--- config.mk ---
export PLATFORM = sky130hd
export DESIGN_NAME = imp_mac
export DESIGN_NICKNAME = d
export VERILOG_FILES = /design/src/rtl/core/integer_matrix_power_top_macros.svh /design/src/rtl/core/imp_pkg.sv /design/src/rtl/core/imp_mac.sv
export SDC_FILE = /design/constraint.sdc
export NUM_CORES = 1
export LEC_CHECK = 0
export BUFFER_PORTS_ARGS = -buffer_cell sky130_fd_sc_hd__buf_2
export CELL_PAD_IN_SITES_DETAIL_PLACEMENT = 1
export CELL_PAD_IN_SITES_GLOBAL_PLACEMENT = 1
export CORE_ASPECT_RATIO = 1.1
export CORE_MARGIN = 3
export CORE_UTILIZATION = 54
export CTS_CLUSTER_DIAMETER = 200
export DETAILED_ROUTE_END_ITERATION = 6
export GPL_ROUTABILITY_DRIVEN = 0
export GPL_TIMING_DRIVEN = 0
export PLACE_DENSITY = 0.93
export SYNTH_ARGS = -nofsm -noshare
export SYNTH_HDL_FRONTEND = slang
export SYNTH_SLANG_ARGS = --single-unit
--- constraint.sdc ---
create_clock -name clk -period 11 [get_ports clk]
set_clock_uncertainty 0.05 [all_clocks]
set_input_delay 1.1 -clock clk [delete_from_list [all_inputs] [get_ports clk]]
set_output_delay 1.1 -clock clk [all_outputs]
set_load 0.05 [all_outputs]
--- src/rtl/core/integer_matrix_power_top_macros.svh ---
// ---------------------------------------------------------------------------
// Integer matrix power: assertion macros
// Shorthand for clocked implication checks that share clk and rst_n.
// ---------------------------------------------------------------------------
`ifndef INTEGER_MATRIX_POWER_TOP_MACROS_SVH
`define INTEGER_MATRIX_POWER_TOP_MACROS_SVH

// Consequent must hold in the same cycle as the antecedent.
`define IMP_ASSERT_SAME(label, ante, cons, msg) \
  label: assert property (@(posedge clk) disable iff (!rst_n) (ante) |-> (cons)) \
    else $error(msg);

// Consequent must hold in the cycle after the antecedent.
`define IMP_ASSERT_NEXT(label, ante, cons, msg) \
  label: assert property (@(posedge clk) disable iff (!rst_n) (ante) |=> (cons)) \
    else $error(msg);

`endif

--- src/rtl/core/imp_pkg.sv ---
// ---------------------------------------------------------------------------
// Integer matrix power: shared package
// Sizes, request and result types, control structs and the sequencer states.
// ---------------------------------------------------------------------------
package imp_pkg;

  localparam int MAX_DIM    = 8;
  localparam int ELEM_BITS  = 32;
  localparam int IDX_BITS   = 3;
  localparam int DIM_BITS   = 4;
  localparam int EXP_BITS   = 31;
  localparam int CELLS      = MAX_DIM * MAX_DIM;
  localparam int ADDR_BITS  = (CELLS > 1) ? $clog2(CELLS) : 1;
  // Work memory holds two result banks and two square banks.
  localparam int WORK_BANKS = 4;
  localparam int WORK_BITS  = ADDR_BITS + 2;
  // Cycles from an operand read to the product write-back.
  localparam int MAC_LAT    = 2;
  localparam int DRAIN_BITS = (MAC_LAT > 1) ? $clog2(MAC_LAT) : 1;

  typedef logic [ELEM_BITS-1:0] elem_t;

  typedef struct packed {
    logic                 mode;
    logic [IDX_BITS-1:0]  row_index;
    logic [IDX_BITS-1:0]  col_index;
    logic signed [31:0]   element_value;
    logic [EXP_BITS-1:0]  exponent;
  } imp_in_t;

  typedef struct packed {
    logic [IDX_BITS-1:0]  out_row;
    logic [IDX_BITS-1:0]  out_col;
    logic signed [31:0]   out_value;
    logic                 last;
  } imp_out_t;

  // One multiply-accumulate step as issued by the sequencer.
  typedef struct packed {
    logic                valid;
    logic                first;
    logic                last;
    logic [IDX_BITS-1:0] row;
    logic [IDX_BITS-1:0] col;
  } imp_tag_t;

  typedef struct packed {
    imp_tag_t            tag;
    logic                emit;
    logic                emit_last;
    logic [IDX_BITS-1:0] kk;
    logic                op_sq;
    logic                res_id;
    logic                sq_base;
    logic                res_bank;
    logic                sq_bank;
  } imp_ctl_t;

  typedef struct packed {
    logic                we;
    logic [IDX_BITS-1:0] row;
    logic [IDX_BITS-1:0] col;
    elem_t               data;
  } imp_wr_t;

  typedef enum logic [2:0] {
    S_IDLE,
    S_CHECK,
    S_SHIFT,
    S_ISSUE,
    S_DRAIN,
    S_OUT
  } imp_state_t;

  function automatic logic [ADDR_BITS-1:0] cell_addr(input logic [IDX_BITS-1:0] row,
                                                     input logic [IDX_BITS-1:0] col);
    return ADDR_BITS'(int'(row) * MAX_DIM + int'(col));
  endfunction

endpackage

--- src/rtl/core/imp_mac.sv ---
// ---------------------------------------------------------------------------
// Integer matrix power: multiply-accumulate unit
// Registered multiply followed by a wrapping accumulator and write-back.
// ---------------------------------------------------------------------------
module imp_mac
  import imp_pkg::*;
(
  input  logic     clk,
  input  logic     rst_n,
  input  imp_tag_t tag,
  input  elem_t    opa,
  input  elem_t    opb,
  output imp_wr_t  wr
);

  imp_tag_t tag1_r, tag2_r;
  elem_t    prod_r, prod_nxt;
  elem_t    acc_r, acc_nxt, acc_sum;

  // Products and sums keep only the low ELEM_BITS bits.
  always_comb begin
    prod_nxt = opa * opb;
    acc_sum  = tag2_r.first ? prod_r : acc_r + prod_r;
    acc_nxt  = tag2_r.valid ? acc_sum : acc_r;
    wr.we    = tag2_r.valid && tag2_r.last;
    wr.row   = tag2_r.row;
    wr.col   = tag2_r.col;
    wr.data  = acc_sum;
  end

  always_ff @(posedge clk) begin
    if (!rst_n) begin
      tag1_r <= '0;
      tag2_r <= '0;
    end else begin
      tag1_r <= tag;
      tag2_r <= tag1_r;
    end
    prod_r <= prod_nxt;
    acc_r  <= acc_nxt;
  end

endmodule

==> impl_metrics.yaml <==
min_path:
  hp-class: "reg -> reg"
  min-delay-start: "tag1_r[1]"
  whs_path_depth: 1
  hold_end: "wr[33]"
global_route:
  grt_pass1_wl_um: 115600
  antenna_found_initial: 4
  grt_start_max_net_pins: 34
  grt_overflow_total: 0
  grt_usage_pct: 40.06
  grt_pass1_vias: 19870
setup_path:
  reg2reg_depth: 11
  regToRegSetupSlack_ns: 7.65
  arrival_ns: 8.92
  crit_path_max_incr_delay_ns: 0.89
  crit_fanout: 10
  path_class: "in -> reg"
  worst_path_most_repeated_cell: "fa_1"
  required_ns: 11.15
  crit_chain: "buf_2 > clkbuf_1 > clkbuf_1 > nand2_1 > fa_1 > fa_1 > inv_1 > fa_1 > fa_1 > fa_1 > fa_1 > fa_1 > fa_1 > ha_1 > and3_1 > and2_1 > nand3_1 > o22ai_1 > a21oi_1 > a311oi_1 > a31oi_1 > xnor2_1"
  timing.rr.end: "acc_r[30]"
  r2r-start: "prod_r[0]"
  worst_setup_path_start_kind: "input port"
  endpoint_kind: "flip-flop"
  slowest_stage: "clkbuf_1"
placement:
  numPlacedInstances: 2747
  dp_hpwl_um: 62660
  portBuffers: 105
synth:
  ys.flop_type: "dfxtp_1"
  avgSynthCellArea_um2: 9.170
  ys_warn_count: 0
  syn_inst: 2161
  yosysSeqAreaShare_pct: 9.900
  synth_fp_nets: 2799
  synth.distinct_cells: 68
  netlist_area_um2: 19820
  synth_edf_count: 32
  ys_seq_elements: 82
  async_flop_share_pct: 0
cts:
  cts_resized: 0
  clk_path_buf_depth: 2
  tritoncts: "built"
  cts-root-buf: "clkbuf_16"
  htree_levels: 3
  clkTransAtPathRegs_ns: 0.06
  post_cts_buffers: 0
  cts_sinks: 82
  cts_buffers: 9
  clkLatencyLatePin_ns: 0.34
  hold_buffers: 0
floorplanning:
  dieArea_um2: 39030
  coreArea_um2: 35670
  core.rowCount: 72
  io_pins: 114
  initial_utilization_pct: 55.55
  die_h_um: 206.9
  die_x_um: 188.7
route:
  antenna_left: 0
  routed_wl_um: 76740
  drc_errors: 0
  drt-initial-drc-count: 1498
  wl_per_cell_um: 27.75
  vias: 17070
  first_pass_iters: 6
  via_per_inst: 6.172
flow_run:
  drv_cap: 0
timing:
  fin_setup_tns_ns: 0
  finalHoldViolCount: 0
  rsz0062_at_grt: "no"
  slew_viol_final: 0
  worst_pin_slew_ns: 1.321
  max_slew_margin_pct: 11.93
  fmax_mhz: 114.1
  finalCritPeriodShare_pct: 79.68
  post-route-min-period_ns: 8.765
  setup_viol: 0
cells_and_area:
  fin_cells: 2765
  syn_to_final_growth_pct: 7.122
  final_nets: 2915
  fillers: 4182
  drive_gt1_share_pct: 6.748
status:
  status: "completed"
kinds of logic after synthesis:
group	count (synthesis)	share of synthesized area, %
and+or+nand+nor	702	17.85
xor gates and xnor gates	106	4.685
adders and majority gates	563	51.04
AOI/OAI and AO/OA	191	6.314
muxes	2	0.1073
buffers and inverters	515	10.10
DFF	82	9.900
layout by cell type (no fill, tap or decap), drive strengths merged, types with 7 or more instances in the layout:
master / instances
o21a: 8
a21o: 20
a21oi: 60
xnor2: 75
nand3: 13
xor2: 31
o21ai: 47
edfxtp: 32
and2: 295
a211oi: 7
buf: 118
o211ai: 7
nor2: 31
nor2b: 7
clkbuf: 100
inv: 414
ha: 154
dfxtp: 50
fa: 409
nor3: 10
nand2: 316
state kept, by name, indices dropped and copies added (netlist names):
name	cells
prod_r	32
tag1_r	9
tag2_r	3
wr	6
acc_r	32
synthesized netlist by cell type, types with 5 or more instances:
cell | n | share of area [%]
xor2_1 | 31 | 1.4
and2_1 | 295 | 9.3
fa_1 | 409 | 41
a21oi_1 | 59 | 1.5
o21bai_1 | 5 | 0.19
and3_1 | 6 | 0.19
ha_1 | 154 | 9.7
edfxtp_1 | 32 | 4.8
o21ai_0 | 32 | 0.81
buf_4 | 7 | 0.27
o211ai_1 | 7 | 0.27
nand2_1 | 316 | 6.0
a31oi_1 | 5 | 0.16
inv_1 | 410 | 7.8
a211oi_1 | 7 | 0.27
dfxtp_1 | 50 | 5.1
nor3_1 | 9 | 0.23
nor2_1 | 31 | 0.59
a21o_1 | 19 | 0.72
nor2b_1 | 7 | 0.22
o21a_1 | 7 | 0.27
clkbuf_1 | 89 | 1.7
o21ai_1 | 14 | 0.35
xnor2_1 | 75 | 3.3
nand4_1 | 5 | 0.16
nand3_1 | 12 | 0.30
area by class of cell:
cell class              instances  area (um^2)  area share (%)
inverters                     412         1546           7.285
clock inverters                 6        38.79          0.1827
well taps                     481        601.8           2.835
diodes                          2        5.005         0.02358
repair buffers                105        525.5           2.476
multi-input cells            1564        15850           74.68
plain buffers                 103        455.4           2.145
flip-flops and latches         82         1963           9.248
clock buffers                  10        239.0           1.126
routing by layer:
layer | track usage [%] | part of all wire [%] | routed length [um]
met1 | 41.74 | 32 | 24750
met4 | 34.34 | 10 | 7909
met2 | 67.81 | 47 | 36270
met3 | 10.52 | 10 | 7775
met5 | 0 | 0.039 | 30
through the flow:
step | util, % | setup slack [ns] | area [um^2] | hold slack [ns]
detailed placement | 58.71 | 2.064 | 20950 | 0.3730
floorplan | - | 3.608 | 19820 | 0.3618
CTS | 59.49 | 2.484 | 21220 | 0.3856
global route | 59.49 | 1.974 | 21220 | 0.4059
finish | 59.50 | 2.235 | 21230 | 0.3798
global placement | 58.71 | 2.389 | 20940 | 0.3642
worst max path at each step:
| stage | from | end | slack (ns) |
|---|---|---|---|
| 6_report | opa[2] | prod_r[31] | 2.24 |
| 3_3_place_gp | opa[3] | prod_r[31] | 2.39 |
| 4_1_cts | opa[3] | prod_r[31] | 2.48 |
| 5_1_grt | opa[3] | prod_r[31] | 1.97 |
| 3_5_place_dp | opa[3] | prod_r[31] | 2.06 |
| 2_1_floorplan | opa[12] | prod_r[31] | 3.61 |
worst max-delay path: cells and delay by family:
kind,cells,cell delay [ns]
fa+ha+maj,9,4.24
buf+inv,4,1.78
compound gates,4,0.77
simple gates,4,0.83
xor+xnor,1,0.15
Power is left out: the tool's default activity adds up to more than one toggle a clock period on the data nets, which glitch-free logic cannot reach.
