==> src/rtl/core/integer_matrix_power_top_macros.svh <==
// ---------------------------------------------------------------------------
// Integer matrix power: assertion macros
// Shorthand for clocked implication checks that share clk and rst_n.
// ---------------------------------------------------------------------------
`ifndef INTEGER_MATRIX_POWER_TOP_MACROS_SVH
`define INTEGER_MATRIX_POWER_TOP_MACROS_SVH

// Consequent must hold in the same cycle as the antecedent.
`define IMP_ASSERT_SAME(label, ante, cons, msg) \
  label: assert property (@(posedge clk) disable iff (!rst_n) (ante) |-> (cons)) \
    else $error(msg);

// Consequent must hold in the cycle after the antecedent.
`define IMP_ASSERT_NEXT(label, ante, cons, msg) \
  label: assert property (@(posedge clk) disable iff (!rst_n) (ante) |=> (cons)) \
    else $error(msg);

`endif

==> src/rtl/core/imp_pkg.sv <==
// ---------------------------------------------------------------------------
// Integer matrix power: shared package
// Sizes, request and result types, control structs and the sequencer states.
// ---------------------------------------------------------------------------
package imp_pkg;

  localparam int MAX_DIM    = 8;
  localparam int ELEM_BITS  = 32;
  localparam int IDX_BITS   = 3;
  localparam int DIM_BITS   = 4;
  localparam int EXP_BITS   = 31;
  localparam int CELLS      = MAX_DIM * MAX_DIM;
  localparam int ADDR_BITS  = (CELLS > 1) ? $clog2(CELLS) : 1;
  // Work memory holds two result banks and two square banks.
  localparam int WORK_BANKS = 4;
  localparam int WORK_BITS  = ADDR_BITS + 2;
  // Cycles from an operand read to the product write-back.
  localparam int MAC_LAT    = 2;
  localparam int DRAIN_BITS = (MAC_LAT > 1) ? $clog2(MAC_LAT) : 1;

  typedef logic [ELEM_BITS-1:0] elem_t;

  typedef struct packed {
    logic                 mode;
    logic [IDX_BITS-1:0]  row_index;
    logic [IDX_BITS-1:0]  col_index;
    logic signed [31:0]   element_value;
    logic [EXP_BITS-1:0]  exponent;
  } imp_in_t;

  typedef struct packed {
    logic [IDX_BITS-1:0]  out_row;
    logic [IDX_BITS-1:0]  out_col;
    logic signed [31:0]   out_value;
    logic                 last;
  } imp_out_t;

  // One multiply-accumulate step as issued by the sequencer.
  typedef struct packed {
    logic                valid;
    logic                first;
    logic                last;
    logic [IDX_BITS-1:0] row;
    logic [IDX_BITS-1:0] col;
  } imp_tag_t;

  typedef struct packed {
    imp_tag_t            tag;
    logic                emit;
    logic                emit_last;
    logic [IDX_BITS-1:0] kk;
    logic                op_sq;
    logic                res_id;
    logic                sq_base;
    logic                res_bank;
    logic                sq_bank;
  } imp_ctl_t;

  typedef struct packed {
    logic                we;
    logic [IDX_BITS-1:0] row;
    logic [IDX_BITS-1:0] col;
    elem_t               data;
  } imp_wr_t;

  typedef enum logic [2:0] {
    S_IDLE,
    S_CHECK,
    S_SHIFT,
    S_ISSUE,
    S_DRAIN,
    S_OUT
  } imp_state_t;

  function automatic logic [ADDR_BITS-1:0] cell_addr(input logic [IDX_BITS-1:0] row,
                                                     input logic [IDX_BITS-1:0] col);
    return ADDR_BITS'(int'(row) * MAX_DIM + int'(col));
  endfunction

endpackage

==> src/rtl/core/imp_ctrl.sv <==
// ---------------------------------------------------------------------------
// Integer matrix power: sequencer
// Walks the exponent bits and sweeps row, column and inner index counters.
// ---------------------------------------------------------------------------
module imp_ctrl
  import imp_pkg::*;
(
  input  logic                clk,
  input  logic                rst_n,
  input  logic                run,
  input  logic [EXP_BITS-1:0] exponent,
  input  logic [DIM_BITS-1:0] size,
  output logic                busy,
  output imp_ctl_t            ctl
);

  imp_state_t          state_r, state_nxt;
  logic [EXP_BITS-1:0] exp_r, exp_nxt;
  logic [DIM_BITS-1:0] n_r, n_nxt, n_clamp;
  logic [IDX_BITS-1:0] r_r, r_nxt, c_r, c_nxt, k_r, k_nxt, nm1;
  logic [DRAIN_BITS-1:0] drain_r, drain_nxt;
  logic op_sq_r, op_sq_nxt, res_id_r, res_id_nxt, sq_base_r, sq_base_nxt;
  logic res_bank_r, res_bank_nxt, sq_bank_r, sq_bank_nxt;
  logic last_k, last_c, last_r, drain_done;

  always_comb begin
    if (size == '0) begin
      n_clamp = DIM_BITS'(1);
    end else if (int'(size) > MAX_DIM) begin
      n_clamp = DIM_BITS'(MAX_DIM);
    end else begin
      n_clamp = size;
    end
  end

  assign nm1        = IDX_BITS'(n_r - DIM_BITS'(1));
  assign last_k     = (k_r == nm1);
  assign last_c     = (c_r == nm1);
  assign last_r     = (r_r == nm1);
  assign drain_done = (drain_r == DRAIN_BITS'(MAC_LAT - 1));

  // Next state.
  always_comb begin
    state_nxt = state_r;
    case (state_r)
      S_IDLE: begin
        if (run) state_nxt = S_CHECK;
      end
      S_CHECK: begin
        if (exp_r == '0) begin
          state_nxt = S_OUT;
        end else if (exp_r[0]) begin
          state_nxt = S_ISSUE;
        end else begin
          state_nxt = S_SHIFT;
        end
      end
      S_SHIFT: begin
        state_nxt = (exp_r[EXP_BITS-1:1] != '0) ? S_ISSUE : S_OUT;
      end
      S_ISSUE: begin
        if (last_k && last_c && last_r) state_nxt = S_DRAIN;
      end
      S_DRAIN: begin
        if (drain_done) state_nxt = op_sq_r ? S_CHECK : S_SHIFT;
      end
      S_OUT: begin
        if (last_c && last_r) state_nxt = S_IDLE;
      end
      default: state_nxt = S_IDLE;
    endcase
  end

  // Counters, exponent and bank bookkeeping.
  always_comb begin
    exp_nxt      = exp_r;
    n_nxt        = n_r;
    r_nxt        = r_r;
    c_nxt        = c_r;
    k_nxt        = k_r;
    drain_nxt    = drain_r;
    op_sq_nxt    = op_sq_r;
    res_id_nxt   = res_id_r;
    sq_base_nxt  = sq_base_r;
    res_bank_nxt = res_bank_r;
    sq_bank_nxt  = sq_bank_r;
    case (state_r)
      S_IDLE: begin
        if (run) begin
          exp_nxt      = exponent;
          n_nxt        = n_clamp;
          r_nxt        = '0;
          c_nxt        = '0;
          k_nxt        = '0;
          drain_nxt    = '0;
          res_id_nxt   = 1'b1;
          sq_base_nxt  = 1'b1;
          res_bank_nxt = 1'b0;
          sq_bank_nxt  = 1'b0;
        end
      end
      S_CHECK: begin
        op_sq_nxt = 1'b0;
      end
      S_SHIFT: begin
        exp_nxt   = exp_r >> 1;
        op_sq_nxt = 1'b1;
      end
      S_ISSUE: begin
        if (!last_k) begin
          k_nxt = k_r + IDX_BITS'(1);
        end else begin
          k_nxt = '0;
          if (!last_c) begin
            c_nxt = c_r + IDX_BITS'(1);
          end else begin
            c_nxt = '0;
            r_nxt = last_r ? '0 : r_r + IDX_BITS'(1);
          end
        end
      end
      S_DRAIN: begin
        if (drain_done) begin
          drain_nxt = '0;
          if (op_sq_r) begin
            sq_bank_nxt = !sq_bank_r;
            sq_base_nxt = 1'b0;
          end else begin
            res_bank_nxt = !res_bank_r;
            res_id_nxt   = 1'b0;
          end
        end else begin
          drain_nxt = drain_r + DRAIN_BITS'(1);
        end
      end
      S_OUT: begin
        if (!last_c) begin
          c_nxt = c_r + IDX_BITS'(1);
        end else begin
          c_nxt = '0;
          r_nxt = last_r ? '0 : r_r + IDX_BITS'(1);
        end
      end
      default: ;
    endcase
  end

  // Outputs.
  always_comb begin
    busy          = (state_r != S_IDLE);
    ctl.tag.valid = (state_r == S_ISSUE);
    ctl.tag.first = (k_r == '0);
    ctl.tag.last  = last_k;
    ctl.tag.row   = r_r;
    ctl.tag.col   = c_r;
    ctl.emit      = (state_r == S_OUT);
    ctl.emit_last = last_r && last_c;
    ctl.kk        = k_r;
    ctl.op_sq     = op_sq_r;
    ctl.res_id    = res_id_r;
    ctl.sq_base   = sq_base_r;
    ctl.res_bank  = res_bank_r;
    ctl.sq_bank   = sq_bank_r;
  end

  always_ff @(posedge clk) begin
    if (!rst_n) begin
      state_r <= S_IDLE;
      exp_r   <= '0;
      r_r     <= '0;
      c_r     <= '0;
      k_r     <= '0;
      drain_r <= '0;
    end else begin
      state_r <= state_nxt;
      exp_r   <= exp_nxt;
      r_r     <= r_nxt;
      c_r     <= c_nxt;
      k_r     <= k_nxt;
      drain_r <= drain_nxt;
    end
    n_r        <= n_nxt;
    op_sq_r    <= op_sq_nxt;
    res_id_r   <= res_id_nxt;
    sq_base_r  <= sq_base_nxt;
    res_bank_r <= res_bank_nxt;
    sq_bank_r  <= sq_bank_nxt;
  end

endmodule

==> config.mk <==
export PLATFORM = sky130hd
export DESIGN_NAME = imp_ctrl
export DESIGN_NICKNAME = d
export VERILOG_FILES = /design/src/rtl/core/integer_matrix_power_top_macros.svh /design/src/rtl/core/imp_pkg.sv /design/src/rtl/core/imp_ctrl.sv
export SDC_FILE = /design/constraint.sdc
export NUM_CORES = 1
export LEC_CHECK = 0
export ABC_CLOCK_PERIOD_IN_PS = 4700
export BUFFER_PORTS_ARGS = -buffer_cell sky130_fd_sc_hd__clkbuf_2
export CORE_UTILIZATION = 55
export DETAILED_ROUTE_END_ITERATION = 16
export PLACE_DENSITY = 0.86
export SLEW_MARGIN = 30
export SYNTH_ARGS = -nofsm -noshare
export SYNTH_HDL_FRONTEND = slang
export SYNTH_SLANG_ARGS = --single-unit
==> constraint.sdc <==
create_clock -name clk -period 4.7 [get_ports clk]
set_input_delay 0.705 -clock clk [delete_from_list [all_inputs] [get_ports clk]]
set_output_delay 0.705 -clock clk [all_outputs]
set_load 0.01 [all_outputs]
==> qor.csv <==
stage,metric,value,unit
die,Initial Utilization,57.30,%
sta,hold slack final,0.5027,ns
routing,routed length per instance,13.10,um
setup_path,"Critical Path, Cell by Cell",inv_1 -> ha_1 -> xnor2_1 -> mux2i_1 -> nor2_1 -> clkbuf_2,
synthesis,Synth top area share,32.55,%
synthesis,Yosys reg bits,52,
setup_path,CP Class,reg2out,
synthesis,synth top area cells,"dfxtp_1 (33%), nand2_1 (9.8%), a311oi_1 (9.7%)",
worst_hold_path,Min-Delay Path Depth,2,
pwr,post-route total power,1.838,mW
sta,clock skew,0.01194,ns
pwr,maximum vdd drop,279.1,uV
routing,DRC viols,0,
placement,placer congestion estimate,0.8599,
sta,"Slew Viols, Final",0,
synthesis,Synth Warn #,0,
cts,setup bufs post-CTS,0,
grt,global-route wire length before repair,9163,um
synthesis,Synth cell types,45,
cts,cts repair resizes,0,
setup_path,WP data arrival,1.97,ns
routing,DR iter-0 viols,159,
sta,RSZ-0062 raised after global routing,no,
placement,pre-CTS WS,2.380,ns
die,Die X,72.15,um
cts,clock buffer count from CTS,5,
cts,Longest Clk Path Bufs,2,
cts,"Reg clk slew, reported paths",0.10,ns
grt,GRT Total Usage,21.76,%
grt,vias in the first global route,2091,
sta,setup violators final,0,
layout,fin nets,409,
synthesis,cell taking the most area after synthesis,dfxtp_1,
synthesis,"Seq/Total Area, Yosys",41.42,%
layout,final core utilization,65.19,%
worst_hold_path,Hold Crit Endpoint,exp_r[30]$_SDFFE_PN0P_,
routing,DR pass1 iterations,4,
sta,Final min period,2.672,ns
synthesis,synthesized area,2706,sq um
grt,antenna violations before repair,0,
routing,Vias/cell,5.461,
layout,share of layout cells above drive strength 1,21.25,%
cts,H-tree Lvls,2,
layout,ANT cells,0,
sta,period utilisation layout,56.86,%
pwr,Static Leak,1.337,nW
sta,Least-Margin Pin Slew,0.6424,ns
setup_path,crit path max-delay cell type,edfxtp_1,
routing,via count,2370,
setup_path,max incr delay on CP,0.47,ns
routing,total wire length,5686,um
routing,Routed Antenna Nets,0,
setup_path,R2R Path End,state_r[0]$_SDFFE_PN0P_,
grt,largest net degree at the start of global routing,63,
status,status,finished clean,
setup_path,Worst R2R Start,n_r[0]$_SDFFCE_PP1P_,
setup_path,Reg2Reg Depth,7,
die,full die area,5205,sq um
pwr,Pwr per Cell Area,596.9,nW/um^2
cts,clock sink total,52,
cts,hold buffers post-CTS,0,
sta,Final Hold Viols,0,
sta,Max-slew headroom,57.11,%
setup_path,Critical Path Source Type,flop,
setup_path,Crit Path Max Fanout,4,
die,Top Ports,58,
sta,fmax,374.2,MHz
grt,GR Overflow Total,0,
cts,clock tree from TritonCTS,built,
synthesis,Synth Net Count,367,
synthesis,Syn Area/Cell,8.353,sq um
die,row count,25,
sta,setup TNS,0,ns
layout,area grow syn2layout,13.78,%
setup_path,crit path capture type,output port,
job,max_cap viols,0,
worst_hold_path,HP Class,reg2reg,
setup_path,r2r setup slk,2.52,ns
die,core area,4723,sq um
worst_hold_path,Hold Startpoint,exp_r[30]$_SDFFE_PN0P_,
placement,detailed placement HPWL,3860,um
die,die height,72.15,um
setup_path,required time worst endpoint,3.99,ns
cts,clk root buf,clkbuf_8,
synthesis,Synth Instances,324,
sta,Final WS setup,2.028,ns
cts,clock latency on the worst-skew pair,0.30,ns
placement,# port buffers,57,
==> critical path, delay by kind of cell (launching register included) <==
family / cells / cell delay, ns
buffers and inverters: 2 / 0.20
AND/OR/NAND/NOR: 1 / 0.08
XOR/XNOR: 1 / 0.29
adder cells (fa/ha/maj): 1 / 0.24
flip-flops: 1 / 0.47
multiplexers: 1 / 0.37
==> placed cells by master (no fill, tap or decap), types with 2 or more instances in the layout <==
cell      synthesis  final
o21ai_0           6      6
xnor3_1           2      2
o211a_1           2      2
mux2i_1           2      2
nand4_1           3      3
nor4_1            7      7
xor2_1            8      8
a311oi_1         30     30
and2_1            2      2
nor3_1            5      5
edfxtp_1          8      8
nor2b_1           5      5
inv_1            11     11
nand2_1          71     71
clkbuf_2          0     57
o21ai_2           2      2
xnor2_1           4      4
a21oi_1          10     10
inv_2             2      2
nor2_1           46     46
nand3b_1          4      4
a31oi_1           2      2
buf_4             9      2
dfxtp_1          44     44
ha_1              5      5
clkbuf_8          0      6
==> Yosys cell counts, drive strengths merged <==
cell type / instances
nand2: 71
nor2: 47
dfxtp: 44
a311oi: 30
inv: 13
buf: 12
clkbuf: 12
a21oi: 11
o21ai: 9
edfxtp: 8
xor2: 8
nor4: 7
nor3: 6
ha: 5
nor2b: 5
nand3b: 4
xnor2: 4
a31oi: 3
nand4: 3
and2: 2
and3: 2
mux2i: 2
o211a: 2
xnor3: 2
a21bo: 1
a21o: 1
a22oi: 1
and2b: 1
nand2b: 1
nand3: 1
nor3b: 1
nor4b: 1
o21a: 1
o311a: 1
o32ai: 1
o41a: 1
==> per-stage QoR <==
stage	instances	area, sq um
after global routing	434	3079
final	434	3079
after detailed placement	426	2963
after floorplan	324	2706
after CTS	434	3079
after global placement	426	2963
==> report_power, final <==
group	switching (mW)	total (mW)	leakage, nW	internal (mW)
Combinational	0.451	0.757	0.842	0.306
Clock	0.152	0.305	0.0596	0.153
Sequential	0.155	0.776	0.435	0.621
==> worst max-delay path by stage <==
stage / start / endpoint / slack, ns / cells past startpoint
detailed placement: n_r[0]$_SDFFCE_PP1P_ / ctl[8] / 2.38 / 6
global placement: run / k_r[2]$_SDFFE_PN0P_ / 2.40 / 8
floorplan: n_r[0]$_SDFFCE_PP1P_ / ctl[16] / 2.61 / 5
CTS: n_r[0]$_SDFFCE_PP1P_ / ctl[8] / 2.03 / 6
global route: n_r[0]$_SDFFCE_PP1P_ / ctl[8] / 1.91 / 6
finish: n_r[0]$_SDFFCE_PP1P_ / ctl[8] / 2.03 / 6
==> final cells by class <==
class / instances / area (sq um)
repair buffers: 59 / 300.3
multi-input cells: 235 / 1409
flip-flops and latches: 52 / 1121
well taps: 67 / 83.83
clock buffers: 7 / 107.6
inverters: 13 / 48.80
fillers: 396 / 1644
clock inverters: 1 / 8.758
==> metal layers <==
| layer | wire length (um) | share of wire, % | track usage, % |
|---|---|---|---|
| met1 | 2742 | 48 | 29.42 |
| met2 | 2619 | 46 | 35.93 |
| met3 | 282 | 5.0 | 4.028 |
| met4 | 41 | 0.72 | 5.447 |
| met5 | 0 | 0 | 0 |
==> registers in the layout, summed over array words and instances, names as in the netlist <==
signal	flops
k_r	3
drain_done	1
sq_base_r	1
state_r	3
res_id_r	1
sq_bank_r	1
c_r	3
n_r	3
exp_r	31
res_bank_r	1
op_sq_r	1
r_r	3
==> cells by family (layout without fill, tap and decap cells) <==
kind of cell | count (synthesis) | in the layout | synth area share (%)
mux | 2 | 2 | 0.7397
simple gates | 152 | 152 | 25.01
flops | 52 | 52 | 41.42
compound gates | 62 | 62 | 18.45
fa+ha+maj | 5 | 5 | 2.312
buf+inv | 37 | 80 | 6.518
xor+xnor | 14 | 14 | 5.548
Note: power is estimated with default switching activity, not from simulation.
